**src/rtl/slt_pkg.sv**
```systemverilog
`default_nettype none
package slt_pkg;

   localparam int MaxTokenChars = 64;
   localparam int LineChars = 4096;

   typedef enum logic [3:0] {
      ST_START = 4'd0,
      ST_ID    = 4'd1,
      ST_LNUM  = 4'd2,
      ST_DNUM  = 4'd3,
      ST_VAR   = 4'd4,
      ST_AMP   = 4'd5,
      ST_OP    = 4'd6,
      ST_STR   = 4'd7,
      ST_LCOM  = 4'd8,
      ST_BCOM  = 4'd9,
      ST_BSTAR = 4'd10
   } scan_state_type;

   localparam logic [3:0] ERR_NONE = 4'd0;
   localparam logic [3:0] ERR_CHAR = 4'd1;
   localparam logic [3:0] ERR_BANG = 4'd2;
   localparam logic [3:0] ERR_BAR = 4'd3;
   localparam logic [3:0] ERR_AMP = 4'd4;
   localparam logic [3:0] ERR_BCOM = 4'd5;
   localparam logic [3:0] ERR_STR = 4'd6;
   localparam logic [3:0] ERR_LONG = 4'd7;
   localparam logic [3:0] ERR_WORD = 4'd8;

   localparam logic [5:0] TK_EOF = 6'd0;
   localparam logic [5:0] TK_VAR = 6'd11;
   localparam logic [5:0] TK_INT = 6'd12;
   localparam logic [5:0] TK_DEC = 6'd13;
   localparam logic [5:0] TK_STR = 6'd14;
   localparam logic [5:0] TK_ANDAND = 6'd15;
   localparam logic [5:0] TK_EQEQ = 6'd16;
   localparam logic [5:0] TK_EQ = 6'd17;
   localparam logic [5:0] TK_LE = 6'd18;
   localparam logic [5:0] TK_LT = 6'd19;
   localparam logic [5:0] TK_GE = 6'd20;
   localparam logic [5:0] TK_GT = 6'd21;
   localparam logic [5:0] TK_NE = 6'd22;
   localparam logic [5:0] TK_INC = 6'd23;
   localparam logic [5:0] TK_PLUS = 6'd24;
   localparam logic [5:0] TK_DECR = 6'd25;
   localparam logic [5:0] TK_MINUS = 6'd26;
   localparam logic [5:0] TK_OROR = 6'd27;
   localparam logic [5:0] TK_STAR = 6'd28;
   localparam logic [5:0] TK_SLASH = 6'd29;
   localparam logic [5:0] TK_LPAR = 6'd30;
   localparam logic [5:0] TK_RPAR = 6'd31;
   localparam logic [5:0] TK_LBRACE = 6'd32;
   localparam logic [5:0] TK_RBRACE = 6'd33;
   localparam logic [5:0] TK_SEMI = 6'd34;
   localparam logic [5:0] TK_COMMA = 6'd35;
   localparam logic [5:0] TK_DOT = 6'd36;

   typedef struct packed {
      logic [5:0] kind;
      logic [3:0] err;
      logic [6:0] len;
   } token_type;

   function automatic token_type mk(input logic [5:0] k, input logic [3:0] e,
                                    input logic [6:0] l);
      token_type t;
      t.kind = k;
      t.err = e;
      t.len = l;
      return t;
   endfunction

   function automatic token_type keyword(input logic [6:0] len, input logic [31:0] w);
      token_type t;
      t = mk(TK_EOF, ERR_WORD, 7'd0);
      case (len)
         7'd2: if (w[15:0] == "if" && w[31:16] == 16'd0) t = mk(6'd2, ERR_NONE, len);
         7'd3: begin
            if (w == {8'd0, "for"}) t = mk(6'd5, ERR_NONE, len);
            if (w == {8'd0, "int"}) t = mk(6'd8, ERR_NONE, len);
            if (w == {8'd0, "dec"}) t = mk(6'd10, ERR_NONE, len);
         end
         7'd4: begin
            if (w == "main") t = mk(6'd1, ERR_NONE, len);
            if (w == "then") t = mk(6'd3, ERR_NONE, len);
            if (w == "else") t = mk(6'd4, ERR_NONE, len);
            if (w == "gets") t = mk(6'd6, ERR_NONE, len);
            if (w == "puts") t = mk(6'd7, ERR_NONE, len);
            if (w == "char") t = mk(6'd9, ERR_NONE, len);
         end
         default: t = mk(TK_EOF, ERR_WORD, 7'd0);
      endcase
      return t;
   endfunction

endpackage
`default_nettype wire

```
**src/rtl/slt_scan.sv**
```systemverilog
`default_nettype none
module slt_scan (
   input  wire logic                        clock,
   input  wire logic                        reset,
   input  wire logic                        step,
   input  wire logic [7:0]                  char_code,
   input  wire logic                        end_of_input,
   output slt_pkg::token_type               tok0,
   output slt_pkg::token_type               tok1,
   output logic [1:0]                       count,
   output logic [15:0]                      line0_out,
   output logic [11:0]                      col0_out,
   output logic [15:0]                      line_out,
   output logic [11:0]                      col_out
);

   slt_pkg::scan_state_type state_ff, state_in;
   logic [7:0]  pend_ff, pend_in, prev_ff, prev_in;
   logic [6:0]  lex_ff, lex_in;
   logic [31:0] word_ff, word_in;
   logic [15:0] line_ff, line_in;
   logic [11:0] col_ff, col_in;

   function automatic logic is_lower(input logic [7:0] c);
      return c >= "a" && c <= "z";
   endfunction
   function automatic logic is_upper(input logic [7:0] c);
      return c >= "A" && c <= "Z";
   endfunction
   function automatic logic is_digit(input logic [7:0] c);
      return c >= "0" && c <= "9";
   endfunction

   function automatic slt_pkg::token_type single_op(input logic [7:0] p);
      case (p)
         "=": return slt_pkg::mk(slt_pkg::TK_EQ, slt_pkg::ERR_NONE, 7'd1);
         "<": return slt_pkg::mk(slt_pkg::TK_LT, slt_pkg::ERR_NONE, 7'd1);
         ">": return slt_pkg::mk(slt_pkg::TK_GT, slt_pkg::ERR_NONE, 7'd1);
         "+": return slt_pkg::mk(slt_pkg::TK_PLUS, slt_pkg::ERR_NONE, 7'd1);
         "-": return slt_pkg::mk(slt_pkg::TK_MINUS, slt_pkg::ERR_NONE, 7'd1);
         "/": return slt_pkg::mk(slt_pkg::TK_SLASH, slt_pkg::ERR_NONE, 7'd1);
         "!": return slt_pkg::mk(slt_pkg::TK_EOF, slt_pkg::ERR_BANG, 7'd0);
         default: return slt_pkg::mk(slt_pkg::TK_EOF, slt_pkg::ERR_BAR, 7'd0);
      endcase
   endfunction

   function automatic logic [5:0] double_kind(input logic [7:0] p, input logic [7:0] c);
      logic [5:0] k;
      k = slt_pkg::TK_EOF;
      if (c == "=") begin
         if (p == "=") k = slt_pkg::TK_EQEQ;
         if (p == "<") k = slt_pkg::TK_LE;
         if (p == ">") k = slt_pkg::TK_GE;
         if (p == "!") k = slt_pkg::TK_NE;
      end
      if (p == "+" && c == "+") k = slt_pkg::TK_INC;
      if (p == "-" && c == "-") k = slt_pkg::TK_DECR;
      if (p == "|" && c == "|") k = slt_pkg::TK_OROR;
      return k;
   endfunction

   always_comb begin
      logic redo, take, closing, is_op, is_sp, early;
      logic [5:0] late, pk;
      slt_pkg::token_type t;
      state_in = state_ff;
      pend_in = pend_ff;
      prev_in = prev_ff;
      lex_in = lex_ff;
      word_in = word_ff;
      line_in = line_ff;
      col_in = col_ff;
      tok0 = slt_pkg::mk(slt_pkg::TK_EOF, slt_pkg::ERR_NONE, 7'd0);
      tok1 = tok0;
      count = 2'd0;
      line0_out = line_ff;
      col0_out = col_ff;
      line_out = line_ff;
      col_out = col_ff;
      redo = 1'b0;
      take = 1'b0;
      closing = 1'b0;
      early = 1'b0;
      late = slt_pkg::TK_EOF;
      pk = slt_pkg::TK_EOF;
      is_op = 1'b0;
      is_sp = 1'b0;
      t = tok0;
      if (end_of_input) begin
         count = 2'd1;
         case (state_ff)
            slt_pkg::ST_ID: begin t = slt_pkg::keyword(lex_ff, word_ff); count = 2'd2; end
            slt_pkg::ST_LNUM: begin
               t = slt_pkg::mk(slt_pkg::TK_INT, slt_pkg::ERR_NONE, lex_ff); count = 2'd2;
            end
            slt_pkg::ST_DNUM: begin
               t = slt_pkg::mk(slt_pkg::TK_DEC, slt_pkg::ERR_NONE, lex_ff); count = 2'd2;
            end
            slt_pkg::ST_VAR: begin
               t = slt_pkg::mk(slt_pkg::TK_VAR, slt_pkg::ERR_NONE, lex_ff); count = 2'd2;
            end
            slt_pkg::ST_AMP: begin
               t = slt_pkg::mk(slt_pkg::TK_EOF, slt_pkg::ERR_AMP, 7'd0); count = 2'd2;
            end
            slt_pkg::ST_OP: begin t = single_op(pend_ff); count = 2'd2; end
            slt_pkg::ST_STR: begin
               t = slt_pkg::mk(slt_pkg::TK_EOF, slt_pkg::ERR_STR, 7'd0); count = 2'd2;
            end
            slt_pkg::ST_BCOM, slt_pkg::ST_BSTAR: begin
               t = slt_pkg::mk(slt_pkg::TK_EOF, slt_pkg::ERR_BCOM, 7'd0); count = 2'd2;
            end
            default: count = 2'd1;
         endcase
         if (count == 2'd2) tok0 = t;
         state_in = slt_pkg::ST_START;
         pend_in = 8'd0;
         prev_in = 8'd0;
         lex_in = 7'd0;
         word_in = 32'd0;
         line_in = 16'd1;
         col_in = 12'd0;
      end else begin
         case (state_ff)
            slt_pkg::ST_ID:
               if (is_lower(char_code)) take = 1'b1;
               else begin
                  tok0 = slt_pkg::keyword(lex_ff, word_ff); count = 2'd1; redo = 1'b1;
               end
            slt_pkg::ST_LNUM:
               if (is_digit(char_code)) take = 1'b1;
               else if (char_code == ".") begin
                  take = 1'b1; state_in = slt_pkg::ST_DNUM;
               end else begin
                  tok0 = slt_pkg::mk(slt_pkg::TK_INT, slt_pkg::ERR_NONE, lex_ff);
                  count = 2'd1; redo = 1'b1;
               end
            slt_pkg::ST_DNUM:
               if (is_digit(char_code)) take = 1'b1;
               else begin
                  tok0 = slt_pkg::mk(slt_pkg::TK_DEC, slt_pkg::ERR_NONE, lex_ff);
                  count = 2'd1; redo = 1'b1;
               end
            slt_pkg::ST_VAR:
               if (is_lower(char_code) || is_upper(char_code) || is_digit(char_code))
                  take = 1'b1;
               else begin
                  tok0 = slt_pkg::mk(slt_pkg::TK_VAR, slt_pkg::ERR_NONE, lex_ff);
                  count = 2'd1; redo = 1'b1;
               end
            slt_pkg::ST_AMP:
               if (char_code == "&") late = slt_pkg::TK_ANDAND;
               else if (is_lower(char_code)) begin
                  state_in = slt_pkg::ST_VAR; take = 1'b1;
               end else begin
                  tok0 = slt_pkg::mk(slt_pkg::TK_EOF, slt_pkg::ERR_AMP, 7'd0);
                  count = 2'd1; redo = 1'b1;
               end
            slt_pkg::ST_OP:
               if (pend_ff == "/" && char_code == "/") state_in = slt_pkg::ST_LCOM;
               else if (pend_ff == "/" && char_code == "*") state_in = slt_pkg::ST_BCOM;
               else begin
                  late = double_kind(pend_ff, char_code);
                  if (late == slt_pkg::TK_EOF) begin
                     tok0 = single_op(pend_ff); count = 2'd1; redo = 1'b1;
                  end
               end
            slt_pkg::ST_STR: begin
               take = 1'b1;
               closing = (char_code == "\"");
            end
            slt_pkg::ST_LCOM:
               if (char_code == 8'h0a) begin
                  state_in = slt_pkg::ST_START; lex_in = 7'd0; word_in = 32'd0;
               end
            slt_pkg::ST_BCOM:
               if (char_code == "*") state_in = slt_pkg::ST_BSTAR;
            slt_pkg::ST_BSTAR:
               if (char_code == "/") begin
                  state_in = slt_pkg::ST_START; lex_in = 7'd0; word_in = 32'd0;
               end else if (char_code != "*") state_in = slt_pkg::ST_BCOM;
            default: redo = 1'b1;
         endcase
         early = (count != 2'd0);

         if (prev_ff == 8'h0a) begin
            if (line_ff != 16'hffff) line_in = line_ff + 16'd1;
            col_in = 12'd0;
         end else begin
            col_in = col_ff;
         end
         if (col_in < 12'(slt_pkg::LineChars - 1)) col_in = col_in + 12'd1;
         prev_in = char_code;
         line_out = line_in;
         col_out = col_in;
         line0_out = early ? line_ff : line_in;
         col0_out = early ? col_ff : col_in;

         if (late != slt_pkg::TK_EOF) begin
            tok0 = slt_pkg::mk(late, slt_pkg::ERR_NONE, 7'd2);
            count = 2'd1;
            state_in = slt_pkg::ST_START; lex_in = 7'd0; word_in = 32'd0;
         end else if (take) begin
            if (lex_ff >= 7'(slt_pkg::MaxTokenChars)) begin
               tok0 = slt_pkg::mk(slt_pkg::TK_EOF, slt_pkg::ERR_LONG, 7'd0);
               count = 2'd1;
               state_in = slt_pkg::ST_START; lex_in = 7'd0; word_in = 32'd0;
            end else begin
               lex_in = lex_ff + 7'd1;
               word_in = {word_ff[23:0], char_code};
               if (closing) begin
                  tok0 = slt_pkg::mk(slt_pkg::TK_STR, slt_pkg::ERR_NONE, lex_in);
                  count = 2'd1;
                  state_in = slt_pkg::ST_START; lex_in = 7'd0; word_in = 32'd0;
               end
            end
         end else if (redo) begin
            state_in = slt_pkg::ST_START; lex_in = 7'd0; word_in = 32'd0;
            is_sp = (char_code == " ") || (char_code >= 8'd9 && char_code <= 8'd13);
            case (char_code)
               "=", "<", ">", "!", "+", "-", "|", "/": is_op = 1'b1;
               default: is_op = 1'b0;
            endcase
            if (is_digit(char_code) || is_lower(char_code)) begin
               state_in = is_digit(char_code) ? slt_pkg::ST_LNUM : slt_pkg::ST_ID;
               lex_in = 7'd1;
               word_in = {24'd0, char_code};
            end else if (char_code == "&") begin
               state_in = slt_pkg::ST_AMP; pend_in = char_code; lex_in = 7'd1;
            end else if (char_code == "\"") begin
               state_in = slt_pkg::ST_STR; lex_in = 7'd1;
            end else if (is_sp) begin
               state_in = slt_pkg::ST_START;
            end else if (is_op) begin
               state_in = slt_pkg::ST_OP; pend_in = char_code;
            end else begin
               case (char_code)
                  "*": pk = slt_pkg::TK_STAR;
                  "(": pk = slt_pkg::TK_LPAR;
                  ")": pk = slt_pkg::TK_RPAR;
                  "{": pk = slt_pkg::TK_LBRACE;
                  "}": pk = slt_pkg::TK_RBRACE;
                  ";": pk = slt_pkg::TK_SEMI;
                  ",": pk = slt_pkg::TK_COMMA;
                  ".": pk = slt_pkg::TK_DOT;
                  default: pk = slt_pkg::TK_EOF;
               endcase
               if (pk != slt_pkg::TK_EOF) t = slt_pkg::mk(pk, slt_pkg::ERR_NONE, 7'd1);
               else t = slt_pkg::mk(slt_pkg::TK_EOF, slt_pkg::ERR_CHAR, 7'd0);
               if (count == 2'd0) tok0 = t;
               else tok1 = t;
               count = count + 2'd1;
            end
         end
      end
   end

   always_ff @(posedge clock) begin
      if (reset) begin
         state_ff <= slt_pkg::ST_START;
         pend_ff <= 8'd0;
         prev_ff <= 8'd0;
         lex_ff <= 7'd0;
         word_ff <= 32'd0;
         line_ff <= 16'd1;
         col_ff <= 12'd0;
      end else if (step) begin
         state_ff <= state_in;
         pend_ff <= pend_in;
         prev_ff <= prev_in;
         lex_ff <= lex_in;
         word_ff <= word_in;
         line_ff <= line_in;
         col_ff <= col_in;
      end
   end

endmodule
`default_nettype wire

```
**src/rtl/small_language_tokenizer_top.sv**
```systemverilog
// A request's results are written into the result buffer at the edge that takes it.
// Throughput: one request per cycle while req_stall is low; req_stall rises as the
// four-entry result buffer fills, and a request with two results puts both into it.
// Reset: synchronous, active high; scanner returns to its start state at line 1,
// column 0, and all buffered results are dropped.
`default_nettype none
module small_language_tokenizer_top (
   input  wire logic        clock,
   input  wire logic        reset,
   input  wire logic        req_valid,
   output logic             req_stall,
   input  wire logic [7:0]  req_char_code,
   input  wire logic        req_end_of_input,
   output logic             rsp_valid,
   input  wire logic        rsp_stall,
   output logic [5:0]       rsp_token_kind,
   output logic [3:0]       rsp_error_code,
   output logic [6:0]       rsp_token_length,
   output logic [15:0]      rsp_line_number,
   output logic [11:0]      rsp_column_number,
   output logic             rsp_last_of_run
);

   typedef struct packed {
      slt_pkg::token_type tok;
      logic [15:0] line;
      logic [11:0] col;
      logic        last;
   } entry_type;

   slt_pkg::token_type tok0, tok1;
   logic [1:0]  count;
   logic [15:0] line0_out, line_out;
   logic [11:0] col0_out, col_out;
   logic        step, pop;
   entry_type   buf_ff [0:3];
   logic [1:0]  rd_ff, wr_ff;
   logic [2:0]  fill_ff, fill_in;
   entry_type   e0, e1;

   assign req_stall = (fill_ff > 3'd2) || (fill_ff == 3'd2 && !pop);
   assign step = req_valid && !req_stall;
   assign pop = rsp_valid && !rsp_stall;

   slt_scan u_scan (
      .clock(clock), .reset(reset), .step(step),
      .char_code(req_char_code), .end_of_input(req_end_of_input),
      .tok0(tok0), .tok1(tok1), .count(count),
      .line0_out(line0_out), .col0_out(col0_out),
      .line_out(line_out), .col_out(col_out)
   );

   always_comb begin
      e0.tok = tok0;
      e0.line = line0_out;
      e0.col = col0_out;
      e0.last = (count == 2'd1);
      e1.tok = tok1;
      e1.line = line_out;
      e1.col = col_out;
      e1.last = 1'b1;
      fill_in = fill_ff - {2'd0, pop} + (step ? {1'b0, count} : 3'd0);
   end

   always_ff @(posedge clock) begin
      if (reset) begin
         rd_ff <= 2'd0;
         wr_ff <= 2'd0;
         fill_ff <= 3'd0;
      end else begin
         if (step && count != 2'd0) begin
            buf_ff[wr_ff] <= e0;
            if (count == 2'd2) buf_ff[wr_ff + 2'd1] <= e1;
            wr_ff <= wr_ff + count;
         end
         if (pop) rd_ff <= rd_ff + 2'd1;
         fill_ff <= fill_in;
      end
   end

   assign rsp_valid = (fill_ff != 3'd0);
   assign rsp_token_kind = buf_ff[rd_ff].tok.kind;
   assign rsp_error_code = buf_ff[rd_ff].tok.err;
   assign rsp_token_length = buf_ff[rd_ff].tok.len;
   assign rsp_line_number = buf_ff[rd_ff].line;
   assign rsp_column_number = buf_ff[rd_ff].col;
   assign rsp_last_of_run = buf_ff[rd_ff].last;

endmodule
`default_nettype wire

```
**config.mk**
```make
export PLATFORM = sky130hd
export DESIGN_NAME = small_language_tokenizer_top
export DESIGN_NICKNAME = d
export VERILOG_FILES = /design/src/rtl/slt_pkg.sv /design/src/rtl/slt_scan.sv /design/src/rtl/small_language_tokenizer_top.sv
export SDC_FILE = /design/constraint.sdc
export NUM_CORES = 1
export LEC_CHECK = 0
export BUFFER_PORTS_ARGS = -buffer_cell sky130_fd_sc_hd__buf_2
export CORE_MARGIN = 4
export CORE_UTILIZATION = 30
export DETAILED_ROUTE_END_ITERATION = 16
export PLACE_DENSITY = 0.51
export REMOVE_ABC_BUFFERS = 1
export SYNTH_ARGS = -nofsm -noshare
export SYNTH_HDL_FRONTEND = slang
export SYNTH_SLANG_ARGS = --single-unit
```
**constraint.sdc**
```tcl
create_clock -name clock -period 6 [get_ports clock]
set_clock_uncertainty 0.2 [all_clocks]
set_input_delay 0 -clock clock [delete_from_list [all_inputs] [get_ports clock]]
set_output_delay 0 -clock clock [all_outputs]
set_load 0.05 [all_outputs]
```
* Word-level counts from Yosys, hierarchy flattened
Memories as Yosys holds them, arrays and structs flattened. A register that Yosys moved wholly into a read port is not among the register bits.
Cells that the tools add are included.
** Word-level totals
- Bits in registers :: 94
- Memory bits (writable) :: 184
- Input port bits :: 13
- Output and inout port bits :: 48
- Logic and storage cells :: 338
- Memories :: 1
** Cells by class
- Add/sub/neg operators :: 9
- $lt $le $gt $ge :: 11
- Equal/unequal tests :: 65
- Multiplexer cells :: 203
- Reductions and logical operators :: 39
** Memory list
- buf_ff :: words 4, width 46, read ports 1, clocked after memory_dff 1, write ports 2, line small_language_tokenizer_top.sv:36 : entry_type buf_ff [0:3];
** Operators with widths (count)
- 17-bit two-way mux :: 29
- 32-bit two-way mux :: 8
- 32-bit by 31-bit equality test with 1-bit output, second input constant :: 6
- 8-bit by 6-bit equality test with 1-bit output, second input constant :: 23
- 17-bit case mux with 8 select lines :: 1
- 6-bit two-way mux :: 20
- 16-bit two-way mux :: 7
- 16-bit case mux with 7 select lines :: 1
- 17-bit case mux with 6 select lines :: 1
- 32-bit by 23-bit equality test with 1-bit output, second input constant :: 3
- 12-bit two-way mux :: 8
- 15-bit two-way mux :: 6
- 8-bit two-way mux :: 11
- 4-bit two-way mux :: 21
- 7-bit two-way mux :: 10
- 32-bit case mux with 2 select lines :: 1
- 14-bit two-way mux :: 4
- 17-bit case mux with 3 select lines :: 1
- 6-bit case mux with 8 select lines :: 1
- 2-bit two-way mux :: 21
- 1-bit two-way mux :: 38
- 8-bit by 7-bit equality test with 1-bit output, second input constant :: 4
- 13-bit two-way mux :: 2
- 4-bit case mux with 6 select lines :: 1
- 55 further kinds :: 99

* Longest topological paths before layout
- Depth in word-level cells :: 44
- Gate-level depth with buffers :: 22
- Depth with buffers taken out :: 18

* Hierarchy
A second synthesis with hierarchy kept.
** Unflattened totals
- Cells, all modules :: 1812
- Area, all modules :: 17096.4 sq um
** Modules (own cells, without submodules)
- small_language_tokenizer_top :: times used 1, cells each 736, area each 9620.5 sq um, seq. area each 5665.4 sq um
- slt_scan :: times used 1, cells each 1076, area each 7475.9 sq um, seq. area each 1741.7 sq um

* Least setup slack after synthesis
No wires, ideal clock.
- Path kind :: reg2reg
- Start :: reg u_scan.pend_ff[5]
- End :: mem buf_ff[0][10] (netlist bit) (enable)
- Setup time :: 391 ps
- Arrival time :: 4867 ps
- Required time :: 5409 ps
- Slack :: 541 ps
- Cell stages (with the launch flop) :: 18
- Buffers on the path :: 5
- Period minus slack after synthesis :: 5459 ps
- Path through :: dfxtp_1 -> or3b_1 -> clkbuf_1 -> or3_1 -> clkbuf_1 -> o31a_1 -> and2_1 -> a211oi_4 -> inv_4 -> clkbuf_1 -> buf_1 -> ha_1 -> nor4b_1 -> a21oi_1 -> clkbuf_1 -> nor2_1 -> nor2_1 -> inv_1
** RTL lines
- start: declaration :: line slt_scan.sv:18 : logic [7:0] pend_ff, pend_in, prev_ff, prev_in;
- start signal: assignment :: line slt_scan.sv:268 : pend_ff <= pend_in;
- end: declaration :: line small_language_tokenizer_top.sv:36

==> results.json <==
{
  "status": "finished, final reports clean",
  "arrival_ns": 5.57,
  "endpoint_kind": "flop",
  "leakage_nw": 5.862,
  "grt_max_degree": 65,
  "tritoncts": "yes",
  "die_width_um": 241.5,
  "drt-initial-drc-count": 1460,
  "cp-startpoint": "u_scan.pend_ff[5]",
  "antenna_found_initial": 0,
  "ys_dominant_reg_cell": "edfxtp_1",
  "synth.area.top_cells": "edfxtp_1, dfxtp_1, mux4_2",
  "ys_seq_area_frac": 0.4307,
  "grt_pass1_vias": 14610,
  "cts_sinks": 280,
  "rsz0062_at_grt": "no",
  "min_path_type": "in2reg",
  "yosysWarnings": 0,
  "core_um2": 53920,
  "worst_pin_slew_ns": 1.356,
  "cpPeakStageDelay_ns": 0.85,
  "rows": 85,
  "r2r_cells": 14,
  "cts_made_buffers": 34,
  "hold_depth": 3,
  "start_util": 0.3034,
  "place_congestion": 0.8986,
  "postCtsHoldBufs": 12,
  "worstPathCellList": "or3b_1 -> or3_1 -> o31a_1 -> and2_1 -> a211oi_4 -> inv_4 -> ha_1 -> nand3_1 -> nor4b_1 -> a21oi_1 -> nor2_1 -> nor2_1 -> clkinv_1 -> buf_4",
  "final_layout_size_suffix_gt1_frac": 0.1342,
  "finalSetupTns_ns": 0,
  "grt-ovfl-total": 0,
  "period_minus_slack_ns": 5.500,
  "htreeDepth": 2,
  "viasPerCell": 5.882,
  "setup_viol": 0,
  "grtUsageTotal": 0.1935,
  "clkTransAtPathRegs_ns": 0.06,
  "yosysTopAreaCell": "edfxtp_1",
  "p_per_area_nw_per_um2": 306.6,
  "crit_path_start_kind": "flop",
  "dieArea_um2": 58340,
  "synthCells": 1816,
  "vias": 15050,
  "io_buffers": 60,
  "slowest_stage": "nor2_1",
  "r2r-start": "u_scan.pend_ff[5]",
  "hp-start": "req_char_code[7]",
  "first_pass_iters": 5,
  "synth_edf_count": 144,
  "async_flop_share": 0,
  "fin_nets": 1861,
  "synth_top_area_share": 0.2643,
  "min_period_over_period": 0.9167,
  "clock_path_buffers": 3,
  "drc": 0,
  "wl_per_cell_um": 22.83,
  "syn_area_per_cell_um2": 9.010,
  "ant_nets": 0,
  "synth_area_um2": 16360,
  "required_ns": 6.07,
  "finalCoreUtilization": 0.3472,
  "pin_count": 61,
  "final-hold-violation-count": 0,
  "die_h_um": 241.5,
  "hpwl_mm": 40.33,
  "worstPathMaxFanout": 18,
  "area_growth_pct": 14.43,
  "grt_pass1_wl_mm": 89.73,
  "wirelength_mm": 58.43,
  "report.final.slew_viol_count": 0,
  "clk_latency_ns": 0.55,
  "yosys.cell_count.top_type": "nand2_1",
  "synth_seq_cells": 280,
  "fmax_ghz": 0.1818,
  "r2r_slack_ns": 0.50,
  "clock-root-buffer": "clkbuf_16",
  "post_cts_buffers": 0,
  "peakVddDrop_uv": 165.1,
  "crit_top_cell": "nor2_1",
  "diodes": 0,
  "netlist-cell-type-count": 81,
  "cap_violations": 0,
  "path_class": "reg2reg",
  "synthTopCellsByCount": "nand2_1, a21oi_1, nor2_1, edfxtp_1, dfxtp_1",
  "ctsResizeCount": 0,
  "worst_slew_margin_rel": 0.08846
}
[final cells by class]
class,count,area (um^2)
multi-input combinational,1358,8673
clock inverter,16,151.4
tap,696,870.8
sequential,280,7052
timing repair buffer,130,870.8
fill,5510,35200
clock buffer,46,978.4
inverter,33,126.4
[sequential cells by signal, indices dropped and copies added, names as in the netlist, named ones only]
name	count
u_scan.lex_ff	7
u_scan.col_ff	12
u_scan.state_ff	4
wr_ff	2
buf_ff	184
u_scan.line_ff	16
fill_ff	3
u_scan.pend_ff	8
rd_ff	2
u_scan.prev_ff	8
u_scan.word_ff	32
[power breakdown]
part           switching (W)  total, W  internal (W)  leakage (nW)
Sequential          0.000130   0.00225       0.00212          2.47
Combinational       0.000967   0.00140      0.000433          2.83
Clock               0.000852   0.00209       0.00124         0.562
[cells in the final DEF (no fill, tap or decap), types with 9 or more instances in the layout]
| master | instances |
|---|---|
| dlygate4sd3_1 | 12 |
| mux4_2 | 46 |
| xor2_1 | 11 |
| clkbuf_16 | 36 |
| nor2b_1 | 19 |
| ha_1 | 10 |
| nand2_1 | 155 |
| a22o_1 | 24 |
| xnor2_1 | 11 |
| nand4_1 | 21 |
| buf_2 | 59 |
| edfxtp_1 | 144 |
| nand3_1 | 111 |
| or3_1 | 15 |
| nor2_1 | 146 |
| o211ai_1 | 9 |
| inv_1 | 28 |
| and3_1 | 24 |
| or2_2 | 10 |
| a31oi_1 | 22 |
| buf_4 | 58 |
| nor3_1 | 62 |
| nor4_1 | 22 |
| o21ai_0 | 119 |
| a22oi_1 | 16 |
| nand2b_1 | 27 |
| a21oi_1 | 147 |
| and2_1 | 15 |
| dfxtp_1 | 134 |
| a211oi_1 | 33 |
| o22ai_1 | 109 |
[per-layer routing]
layer	global-route usage	part of all wire	vias to the layer above
met5	0	0	-
met1	0.2615	0.43	7376
met4	0.06334	0.029	0
met3	0.02758	0.058	96
met2	0.3210	0.48	559
li1	-	-	7022
[final timing paths]
check | end
setup / recovery | buf_ff[3][16]
hold reg to reg | buf_ff[3][39]
setup reg to reg | buf_ff[3][16]
hold / removal | u_scan.word_ff[7]
[worst max-delay path, delay by kind of cell, from the launching register on]
family | cells | cell delay, ns
fa+ha+maj | 1 | 0.19
flops | 1 | 0.37
simple gates | 7 | 2.38
compound gates | 3 | 1.46
buf+inv | 3 | 0.59
[logic make-up after synthesis]
logic type	share of synthesized area
muxes	0.06844
and+or+nand+nor	0.2156
adders and majority gates	0.008871
AOI/OAI and AO/OA	0.2233
DFF	0.4307
xor gates and xnor gates	0.01178
buffers and inverters	0.04137
[metrics by stage]
stage                     hold WS, ns  instance area, um^2  total power (W)  setup WS [ns]  cells
after detailed placement       0.1854                17470         0.003700         0.5877   2485
final                          0.1684                18720         0.005741         0.4999   2559
after global routing           0.1771                18720         0.005992         0.2298   2559
after CTS                      0.1556                18720         0.005817         0.5629   2559
after global placement         0.1686                17470         0.003696         0.7370   2485
after floorplan               -0.1333                15810         0.003226         0.3241   1671
Note: power is estimated with default switching activity, not from simulation.
